===== src/hdl/bmc_pkg.sv =====
`timescale 1ns / 1ps

package bmc_pkg;

	localparam int ROW_W     = 16;
	localparam int CNT_W     = 5;
	localparam int MODE_W    = 2;
	localparam int IDX_W     = 4;
	localparam int CFG_IDX_W = 2;

	typedef logic [ROW_W-1:0]     row_t;
	typedef logic [CNT_W-1:0]     cnt_t;
	typedef logic [MODE_W-1:0]    mode_t;
	typedef logic [IDX_W-1:0]     ridx_t;
	typedef logic [CFG_IDX_W-1:0] cfg_idx_t;

	localparam cfg_idx_t CFG_ROW_COUNT    = 2'd0;
	localparam cfg_idx_t CFG_COL_COUNT    = 2'd1;
	localparam cfg_idx_t CFG_CLOSURE_MODE = 2'd2;

	localparam mode_t MODE_TRANSITIVE = 2'd0;
	localparam mode_t MODE_REFLEXIVE  = 2'd1;
	localparam mode_t MODE_BOTH       = 2'd2;

	localparam cnt_t CNT_RESET = 5'd16;

	// geometry and mode of the matrix, as seen by the engine
	typedef struct packed {
		cnt_t rows;
		cnt_t diag;
		row_t cmask;
		logic refl;
		logic trans;
	} geom_t;

	typedef enum logic [2:0] {
		ST_LOAD,
		ST_PREP,
		ST_PDRAIN,
		ST_PIVOT,
		ST_STREAM,
		ST_SDRAIN,
		ST_OUT_RD,
		ST_OUT_CAP
	} state_t;

	typedef enum logic [2:0] {
		OP_NONE,
		OP_PREP,
		OP_PIVOT,
		OP_STREAM,
		OP_EMIT
	} op_t;

	function automatic cnt_t clamp_cnt(cnt_t v, cnt_t lim);
		cnt_t r;
		r = v;
		if (v == '0) r = cnt_t'(1);
		else if (v > lim) r = lim;
		return r;
	endfunction

endpackage


===== src/hdl/bmc_if.sv =====
`timescale 1ns / 1ps

interface bmc_row_in_if;
	import bmc_pkg::*;
	logic valid;
	logic ready;
	row_t row_bits;
	logic last_row;

	modport source (output valid, output row_bits, output last_row, input ready);
	modport sink (input valid, input row_bits, input last_row, output ready);
endinterface

interface bmc_row_out_if;
	import bmc_pkg::*;
	logic  valid;
	logic  ready;
	ridx_t row_index;
	row_t  closed_bits;
	logic  final_row;

	modport source (output valid, output row_index, output closed_bits, output final_row,
		input ready);
	modport sink (input valid, input row_index, input closed_bits, input final_row,
		output ready);
endinterface

interface bmc_cfg_if;
	import bmc_pkg::*;
	logic     valid;
	logic     ready;
	cfg_idx_t index;
	cnt_t     data;

	modport source (output valid, output index, output data, input ready);
	modport sink (input valid, input index, input data, output ready);
endinterface


===== src/hdl/bmc_ram.sv =====
`timescale 1ns / 1ps

module bmc_ram #(
	parameter int DEPTH = 16
) (
	input  logic                       clk,
	input  logic                       we,
	input  logic [$clog2(DEPTH)-1:0]   waddr,
	input  bmc_pkg::row_t              wdata,
	input  logic                       re,
	input  logic [$clog2(DEPTH)-1:0]   raddr,
	output bmc_pkg::row_t              rdata
);
	import bmc_pkg::*;

	row_t mem [DEPTH];

	always_ff @(posedge clk) begin
		if (we) begin
			mem[waddr] <= wdata;
		end
	end

	always_ff @(posedge clk) begin
		if (re) begin
			rdata <= mem[raddr];
		end
	end

endmodule


===== src/hdl/bmc_cfg.sv =====
`timescale 1ns / 1ps

module bmc_cfg #(
	parameter int DEPTH = 16
) (
	input  logic          clk,
	input  logic          arst_n,
	bmc_cfg_if.sink       cfg,
	output bmc_pkg::geom_t geom
);
	import bmc_pkg::*;

	cnt_t  row_count_q;
	cnt_t  col_count_q;
	mode_t mode_q;
	cnt_t  rows;
	cnt_t  cols;
	logic [ROW_W:0] mask_wide;

	assign cfg.ready = 1'b1;

	always_ff @(posedge clk or negedge arst_n) begin
		if (!arst_n) begin
			row_count_q <= CNT_RESET;
			col_count_q <= CNT_RESET;
			mode_q      <= MODE_TRANSITIVE;
		end else if (cfg.valid) begin
			case (cfg.index)
				CFG_ROW_COUNT:    row_count_q <= cfg.data;
				CFG_COL_COUNT:    col_count_q <= cfg.data;
				CFG_CLOSURE_MODE: mode_q      <= cfg.data[MODE_W-1:0];
				default:          ;
			endcase
		end
	end

	always_comb begin
		rows       = clamp_cnt(row_count_q, cnt_t'(DEPTH));
		cols       = clamp_cnt(col_count_q, cnt_t'(DEPTH));
		mask_wide  = ((ROW_W+1)'(1) << cols) - (ROW_W+1)'(1);
		geom.rows  = rows;
		geom.diag  = (rows < cols) ? rows : cols;
		geom.cmask = mask_wide[ROW_W-1:0];
		// an unused mode code acts as reflexive then transitive
		geom.refl  = (mode_q != MODE_TRANSITIVE);
		geom.trans = (mode_q != MODE_REFLEXIVE);
	end

endmodule


===== src/hdl/bmc_engine.sv =====
`timescale 1ns / 1ps

module bmc_engine #(
	parameter int DEPTH = 16
) (
	input  logic           clk,
	input  logic           arst_n,
	input  bmc_pkg::geom_t geom,
	bmc_row_in_if.sink     row_in,
	bmc_row_out_if.source  row_out
);
	import bmc_pkg::*;

	localparam int AW = $clog2(DEPTH);

	state_t state_q, state_d;
	cnt_t   fill_q, cnt_q, piv_q;
	op_t    op, op_s1;
	logic [AW-1:0] addr_s1;
	row_t   prow_q;

	logic   out_vld_q;
	ridx_t  out_idx_q;
	row_t   out_bits_q;
	logic   out_final_q;

	logic          we, re;
	logic [AW-1:0] waddr, raddr;
	row_t          wdata, rdata;

	logic in_acc, load_we, last_cnt;
	row_t prep_row, diag_bit;

	bmc_ram #(.DEPTH(DEPTH)) u_ram (
		.clk   (clk),
		.we    (we),
		.waddr (waddr),
		.wdata (wdata),
		.re    (re),
		.raddr (raddr),
		.rdata (rdata)
	);

	assign in_acc   = row_in.valid && row_in.ready;
	assign load_we  = in_acc && (fill_q < geom.rows);
	assign last_cnt = (cnt_q == geom.rows - cnt_t'(1));

	// next state
	always_comb begin
		state_d = state_q;
		case (state_q)
			ST_LOAD:    if (in_acc && row_in.last_row) state_d = ST_PREP;
			ST_PREP:    if (last_cnt) state_d = ST_PDRAIN;
			ST_PDRAIN:  state_d = geom.trans ? ST_PIVOT : ST_OUT_RD;
			ST_PIVOT:   state_d = ST_STREAM;
			ST_STREAM:  if (last_cnt) state_d = ST_SDRAIN;
			ST_SDRAIN:  state_d = (piv_q == geom.diag - cnt_t'(1)) ? ST_OUT_RD : ST_PIVOT;
			ST_OUT_RD:  if (!out_vld_q || row_out.ready) state_d = ST_OUT_CAP;
			ST_OUT_CAP: state_d = last_cnt ? ST_LOAD : ST_OUT_RD;
			default:    state_d = ST_LOAD;
		endcase
	end

	// read issue and handshake
	always_comb begin
		re           = 1'b0;
		raddr        = cnt_q[AW-1:0];
		op           = OP_NONE;
		row_in.ready = 1'b0;
		case (state_q)
			ST_LOAD: row_in.ready = 1'b1;
			ST_PREP: begin
				re = 1'b1;
				op = OP_PREP;
			end
			ST_PIVOT: begin
				re    = 1'b1;
				raddr = piv_q[AW-1:0];
				op    = OP_PIVOT;
			end
			ST_STREAM: begin
				re = 1'b1;
				op = OP_STREAM;
			end
			ST_OUT_RD: begin
				if (!out_vld_q || row_out.ready) begin
					re = 1'b1;
					op = OP_EMIT;
				end
			end
			default: ;
		endcase
	end

	// write-back: loaded rows, then modified rows in the cycle after their read
	always_comb begin
		diag_bit = row_t'(1) << addr_s1;
		prep_row = ((cnt_t'(addr_s1) < fill_q) ? rdata : '0)
			| ((geom.refl && (cnt_t'(addr_s1) < geom.diag)) ? diag_bit : '0);
		we    = 1'b0;
		waddr = addr_s1;
		wdata = rdata | prow_q;
		if (load_we) begin
			we    = 1'b1;
			waddr = fill_q[AW-1:0];
			wdata = row_in.row_bits & geom.cmask;
		end else begin
			case (op_s1)
				OP_PREP: begin
					we    = 1'b1;
					wdata = prep_row;
				end
				OP_STREAM: we = rdata[piv_q[IDX_W-1:0]];
				default: ;
			endcase
		end
	end

	always_ff @(posedge clk or negedge arst_n) begin
		if (!arst_n) begin
			state_q <= ST_LOAD;
			fill_q  <= '0;
			cnt_q   <= '0;
			piv_q   <= '0;
			op_s1   <= OP_NONE;
		end else begin
			state_q <= state_d;
			op_s1   <= op;
			case (state_q)
				ST_LOAD: begin
					if (load_we) fill_q <= fill_q + cnt_t'(1);
					cnt_q <= '0;
					piv_q <= '0;
				end
				ST_PREP, ST_STREAM: cnt_q <= cnt_q + cnt_t'(1);
				ST_PDRAIN, ST_PIVOT: cnt_q <= '0;
				ST_SDRAIN: begin
					cnt_q <= '0;
					piv_q <= piv_q + cnt_t'(1);
				end
				ST_OUT_CAP: begin
					cnt_q <= cnt_q + cnt_t'(1);
					if (last_cnt) fill_q <= '0;
				end
				default: ;
			endcase
		end
	end

	always_ff @(posedge clk) begin
		addr_s1 <= raddr;
		if (op_s1 == OP_PIVOT) prow_q <= rdata;
		if (op_s1 == OP_EMIT) begin
			out_idx_q   <= ridx_t'(addr_s1);
			out_bits_q  <= rdata & geom.cmask;
			out_final_q <= last_cnt;
		end
	end

	always_ff @(posedge clk or negedge arst_n) begin
		if (!arst_n) begin
			out_vld_q <= 1'b0;
		end else if (op_s1 == OP_EMIT) begin
			out_vld_q <= 1'b1;
		end else if (row_out.ready) begin
			out_vld_q <= 1'b0;
		end
	end

	assign row_out.valid       = out_vld_q;
	assign row_out.row_index   = out_idx_q;
	assign row_out.closed_bits = out_bits_q;
	assign row_out.final_row   = out_final_q;

`ifndef SYNTHESIS
	a_no_rw_collision: assert property (@(posedge clk) disable iff (!arst_n)
		!(we && re && (waddr == raddr)))
		else $error("read and write of the same row in one cycle");
	a_out_reg_free: assert property (@(posedge clk) disable iff (!arst_n)
		(op_s1 == OP_EMIT) |-> !out_vld_q)
		else $error("output register overwritten");
	a_pivot_range: assert property (@(posedge clk) disable iff (!arst_n)
		(state_q == ST_STREAM) |-> (piv_q < geom.diag))
		else $error("pivot beyond diagonal");
	a_fill_range: assert property (@(posedge clk) disable iff (!arst_n)
		fill_q <= cnt_t'(DEPTH))
		else $error("fill count beyond memory depth");
`endif

endmodule


===== src/hdl/boolean_matrix_closure.sv =====
// Sequence: for R rows and D = min(rows, cols), the last item is followed by a prep sweep over
// the R rows, D pivot passes over the R rows in transitive modes, then rows are read out in turn.
// A new matrix is taken only once the last row of the current one has been captured for output;
// the single read and single write port of the row memory set the throughput.
// Reset: control state clears, counts go to 16 and the mode to transitive; the row memory
// is not cleared, since rows not loaded in a matrix read as zero through the fill count.
`timescale 1ns / 1ps

module boolean_matrix_closure #(
	parameter int MAX_NODES = 16
) (
	input  logic           clk,
	input  logic           arst_n,
	bmc_cfg_if.sink        cfg,
	bmc_row_in_if.sink     row_in,
	bmc_row_out_if.source  row_out
);
	import bmc_pkg::*;

	localparam int Depth = (MAX_NODES < ROW_W) ? MAX_NODES : ROW_W;

	geom_t geom;

	bmc_cfg #(.DEPTH(Depth)) u_cfg (
		.clk    (clk),
		.arst_n (arst_n),
		.cfg    (cfg),
		.geom   (geom)
	);

	bmc_engine #(.DEPTH(Depth)) u_engine (
		.clk     (clk),
		.arst_n  (arst_n),
		.geom    (geom),
		.row_in  (row_in),
		.row_out (row_out)
	);

endmodule

===== src/flat_wrapper.sv =====
// flat-port wrapper written by rule: the top's interface ports become plain ports
module boolean_matrix_closure_flat import bmc_pkg::*;
#(
	parameter int MAX_NODES = 16
)
  (clk, arst_n, cfg_valid, cfg_index, cfg_data, cfg_ready, row_in_valid, row_in_row_bits, row_in_last_row, row_in_ready, row_out_valid, row_out_row_index, row_out_closed_bits, row_out_final_row, row_out_ready);
  bmc_cfg_if cfg_i ();
  bmc_row_in_if row_in_i ();
  bmc_row_out_if row_out_i ();
  input  logic clk;
  input  logic arst_n;
  input wire logic [$bits(cfg_i.valid)-1:0] cfg_valid;
  input wire logic [$bits(cfg_i.index)-1:0] cfg_index;
  input wire logic [$bits(cfg_i.data)-1:0] cfg_data;
  output wire logic [$bits(cfg_i.ready)-1:0] cfg_ready;
  input wire logic [$bits(row_in_i.valid)-1:0] row_in_valid;
  input wire logic [$bits(row_in_i.row_bits)-1:0] row_in_row_bits;
  input wire logic [$bits(row_in_i.last_row)-1:0] row_in_last_row;
  output wire logic [$bits(row_in_i.ready)-1:0] row_in_ready;
  output wire logic [$bits(row_out_i.valid)-1:0] row_out_valid;
  output wire logic [$bits(row_out_i.row_index)-1:0] row_out_row_index;
  output wire logic [$bits(row_out_i.closed_bits)-1:0] row_out_closed_bits;
  output wire logic [$bits(row_out_i.final_row)-1:0] row_out_final_row;
  input wire logic [$bits(row_out_i.ready)-1:0] row_out_ready;
  assign cfg_i.valid = cfg_valid;
  assign cfg_i.index = cfg_index;
  assign cfg_i.data = cfg_data;
  assign cfg_ready = cfg_i.ready;
  assign row_in_i.valid = row_in_valid;
  assign row_in_i.row_bits = row_in_row_bits;
  assign row_in_i.last_row = row_in_last_row;
  assign row_in_ready = row_in_i.ready;
  assign row_out_valid = row_out_i.valid;
  assign row_out_row_index = row_out_i.row_index;
  assign row_out_closed_bits = row_out_i.closed_bits;
  assign row_out_final_row = row_out_i.final_row;
  assign row_out_i.ready = row_out_ready;
  boolean_matrix_closure #(.MAX_NODES(MAX_NODES)) u_core (.clk(clk), .arst_n(arst_n), .cfg(cfg_i), .row_in(row_in_i), .row_out(row_out_i));
endmodule

===== config.mk =====
export PLATFORM = sky130hd
export DESIGN_NAME = boolean_matrix_closure_flat
export DESIGN_NICKNAME = d
export VERILOG_FILES = /design/src/hdl/bmc_pkg.sv /design/src/hdl/bmc_if.sv /design/src/hdl/bmc_ram.sv /design/src/hdl/bmc_cfg.sv /design/src/hdl/bmc_engine.sv /design/src/hdl/boolean_matrix_closure.sv /design/src/flat_wrapper.sv
export SDC_FILE = /design/constraint.sdc
export NUM_CORES = 1
export LEC_CHECK = 0
export BUFFER_PORTS_ARGS = -buffer_cell sky130_fd_sc_hd__buf_2
export CAP_MARGIN = 20
export CORE_ASPECT_RATIO = 0.5
export CORE_UTILIZATION = 55
export CTS_BUF_LIST = sky130_fd_sc_hd__clkbuf_4
export DETAILED_ROUTE_END_ITERATION = 12
export PLACE_DENSITY = 0.73
export SYNTH_ARGS = -nofsm -noshare
export SYNTH_HDL_FRONTEND = slang
export SYNTH_SLANG_ARGS = --single-unit

===== constraint.sdc =====
create_clock -name clk -period 4.3 [get_ports clk]
set_clock_uncertainty 0.15 [all_clocks]
set_input_delay 1.075 -clock clk [delete_from_list [all_inputs] [get_ports clk]]
set_output_delay 1.075 -clock clk [all_outputs]
set_load 0.02 [all_outputs]

==> impl_results.md <==
* Status: completed
* Post-Syn Area at 15500 sq um
* Clock-pin slew on the worst setup and hold paths at 0.09 ns
* Total number of vias at 11700
* 1st-iter DRT viols at 1594
* Slew Viols, Final at 0
* Startpoint Class: flip-flop
* Switching Share at 38.7%
* Crit-path leading delay family: compound AO/OA/AOI/OAI gates
* Post-synth EDFFs at 309
* WP data required at 4.63 ns
* R2r startpoint: u_core.u_cfg.row_count_q[4]$_DFFE_PN1P_
* Clock latency on the worst-skew pair at 0.76 ns
* WS Path Type: reg -> reg
* GRT Overall Usage at 31.2%
* Ys flop type: edfxtp_1
* Leak Pwr at 6.51 nW
* Largest net degree at the start of global routing at 114
* Placed cells at 1722
* Initial Utilization at 57.2%
* HPWL Detailed at 27000 um
* First-pass GRT wire length at 65800 um
* HP Class: in -> async
* Number of clock sinks at 347
* Met2 wire len at 18700 um
* DR top layer: met4
* Post-DR wirelength/cell at 23.3 um
* Core area at 27000 sq um
* Drt first pass iters at 7
* Area contributors post-synth: edfxtp_1, nand2_1, dfrtp_1, nand3_1, a311oi_1
* CP bufs+invs at 6
* Critical Path End Type: flip-flop
* Syn Area/Cell at 12.0 sq um
* Nets at 1480
* Sequential share of power at 41.4%
* Post-CTS Hold Buffers at 0
* Drt drc at 0
* Vias per inst at 6.27
* YS warnings at 0
* Final min period at 4.19 ns
* Max Root-Sink Buffers at 3
* Metal-1 WL at 17400 um
* DR WL met3 at 6210 um
* Post-Synthesis Cells at 1290
* RSZ-0062 raised after global routing: false
* Setup TNS at 0 ns
* CTS buffer count at 78
* CTS tree: yes
* Worst-Margin Slew at 1.21 ns
* # setup viols final at 0
* GRT Residual Overflow at 0
* Part of the Yosys area used for sequential elements at 66.1%
* CP max-delay cell: dfstp_2
* Die ar. at 28800 sq um
* WP data arrival at 4.52 ns
* Final Hold Fails at 0
* GPL Wtd Cong at 1.01
* Period utilisation layout at 97.4%
* Register-to-Register Path Depth at 20
* Power consumption at 12.6 mW
* Ys async rst share at 9.80%
* CTS root buf: clkbuf_4
* Share of layout cells above drive strength 1 at 23.4%
* Post-route ant nets at 0
* Pint at 7.69 mW
* Max Fclk at 239 MHz
* Clock power frac at 20.3%
* I/O pin cnt at 53
* CP Max Fanout at 8
* # fillers at 2023
* Layout area overhead at 14.9%
* Worst path cell trace: inv_1 > nand2_1 > inv_1 > ha_1 > or3_1 > a31o_1 > clkinv_1 > a21oi_4 > mux2_4 > ha_4 > o21a_1 > o21ai_0 > a21oi_1 > o21a_4 > nor3_4 > buf_6 > a221oi_4 > a211oi_2 > buf_4 > buf_4
* Netlist cell types at 76
* Comb pwr share at 38.3%
* Power per cell area at 707 nW/um^2
* Finished Layout Cells at 1866
* Worst reg2reg path endpoint: u_core.u_engine.u_ram.mem[7][3]$_DFFE_PP_
* Sw Pwr at 4.87 mW
* #FFs+latches synth at 347
* Top cell type by total area after synthesis: edfxtp_1
* Die width at 239 um
* H-tree levels at 3
* Register area at 10200 sq um
* Most common cell after layout, fill and taps aside: edfxtp_1
* Max-slew headroom at 18.8%
* Initial antenna violation count at 5
* Height of the die at 121 um
* Footprint of the multi-input gates at 5020 sq um
* Drt total wl at 43500 um
* Commonest non-fill, non-tap cells in the layout: edfxtp_1, nand2_1, nand3_1
* Max-Cap Viols at 0
* Maximum vdd drop at 756 uV
* Rows at 42
* CP peak stage delay at 0.53 ns
* Top cell type's share of synthesized area at 60.0%
* PortBufs at 51
* Vias in the first global route at 11000
* Layout Utilization at 65.7%
* Reg2Reg Setup Slack at 0.11 ns
worst max-delay path by stage:
stage	from	to	slack (ns)	cells after the start
after CTS	u_core.u_cfg.col_count_q[4]$_DFFE_PN1P_	u_core.u_engine.u_ram.mem[9][3]$_DFFE_PP_	0.07	18
after detailed placement	u_core.u_cfg.col_count_q[4]$_DFFE_PN1P_	u_core.u_engine.u_ram.mem[5][3]$_DFFE_PP_	0.11	18
after floorplan	u_core.u_cfg.row_count_q[4]$_DFFE_PN1P_	u_core.u_engine.u_ram.mem[0][13]$_DFFE_PP_	0.05	16
after global placement	u_core.u_cfg.row_count_q[4]$_DFFE_PN1P_	u_core.u_engine.u_ram.mem[12][3]$_DFFE_PP_	0.19	19
after global routing	u_core.u_cfg.row_count_q[4]$_DFFE_PN1P_	u_core.u_engine.u_ram.mem[8][3]$_DFFE_PP_	0.005	21
final	u_core.u_cfg.row_count_q[4]$_DFFE_PN1P_	u_core.u_engine.u_ram.mem[7][3]$_DFFE_PP_	0.11	20
state kept, by name, indices dropped and copies added, names as in the netlist:
signal	cells
u_core.u_engine.u_ram.rdata	16
u_core.u_engine.row_out.closed_bits	16
u_core.u_cfg.row_count_q	5
u_core.u_engine.row_out.row_index	4
u_core.u_engine.state_q	3
u_core.u_engine.row_out.final_row	1
u_core.u_engine.fill_q	5
u_core.u_engine.prow_q	16
u_core.u_engine.cnt_q	5
u_core.u_engine.addr_s1	4
u_core.u_cfg.col_count_q	5
u_core.u_engine.op_s1	3
u_core.u_engine.piv_q	5
u_core.u_cfg.mode_q	2
u_core.u_engine.u_ram.mem	256
u_core.u_engine.row_out.valid	1
per-layer routing:
metal	track usage, %	up-vias
met5	0	-
met4	10.3	0
met3	11.0	112
met2	44.0	811
met1	45.1	5644
li1	-	5128
synthesized netlist by cell type (3+ instances only):
master / number
mux2_2: 11
nand3_1: 134
o21ai_0: 30
nor4_1: 15
nor3_1: 23
inv_2: 4
buf_4: 4
nor2_1: 51
a21oi_1: 37
edfxtp_1: 309
clkbuf_1: 50
and3_1: 17
and2_1: 10
a41oi_1: 3
dfrtp_1: 32
o31ai_1: 4
nand4_1: 7
a22o_1: 4
mux2i_1: 5
a21o_1: 4
nand3b_1: 6
a311oi_1: 32
xor2_1: 4
a31oi_1: 28
mux4_2: 5
xnor2_1: 8
o21a_1: 5
ha_1: 19
dfxtp_1: 4
a211oi_1: 4
buf_1: 5
nor4_4: 3
a221oi_1: 16
nor3b_1: 4
nor2b_1: 13
buf_2: 19
nand2b_1: 7
inv_1: 21
nand2_1: 285
per-stage QoR:
step	cell area [sq um]	hold slack (ns)	setup slack, ns
2_1_floorplan	15500	0.332	0.0545
3_3_place_gp	16700	0.361	0.191
3_5_place_dp	16700	0.365	0.115
4_1_cts	17700	0.239	0.0709
5_1_grt	17800	0.261	0.00498
6_report	17800	0.239	0.112
power by group through the flow:
stage	clock network, mW	registers, mW	logic, mW
2_1_floorplan	0	5.10	3.07
3_3_place_gp	0	5.22	4.50
3_5_place_dp	0	5.24	4.63
4_1_cts	2.59	5.17	4.66
5_1_grt	2.76	5.22	5.21
6_report	2.55	5.21	4.81
logic make-up (layout without fill, tap and decap cells):
kind of cell | count (synthesis) | count (layout) | synth area share (%)
xor+xnor | 13 | 13 | 0.785
mux | 24 | 24 | 2.14
other cells | 1 | 6 | 0.0243
compound gates | 194 | 194 | 9.06
flops | 347 | 347 | 66.1
buf+inv | 106 | 303 | 2.87
fa+ha+maj | 19 | 19 | 1.54
simple gates | 586 | 586 | 17.5
final cells by class:
type	count	share of cell area, %
Sequential cell	347	57.5
Timing Repair Buffer	140	5.52
Inverter	27	0.578
Clock inverter	24	0.719
Tap cell	374	2.63
Clock buffer	112	4.73
Multi-Input combinational cell	838	28.3
Antenna cell	4	0.0564
what timing repair did:
| item | CTS | global route |
|---|---|---|
| endpoints found under the setup margin | 0 | 240 |
| setup buffers | 0 | 3 |
| gates resized for setup | 0 | 10 |
(Power assumes the default switching activity.)
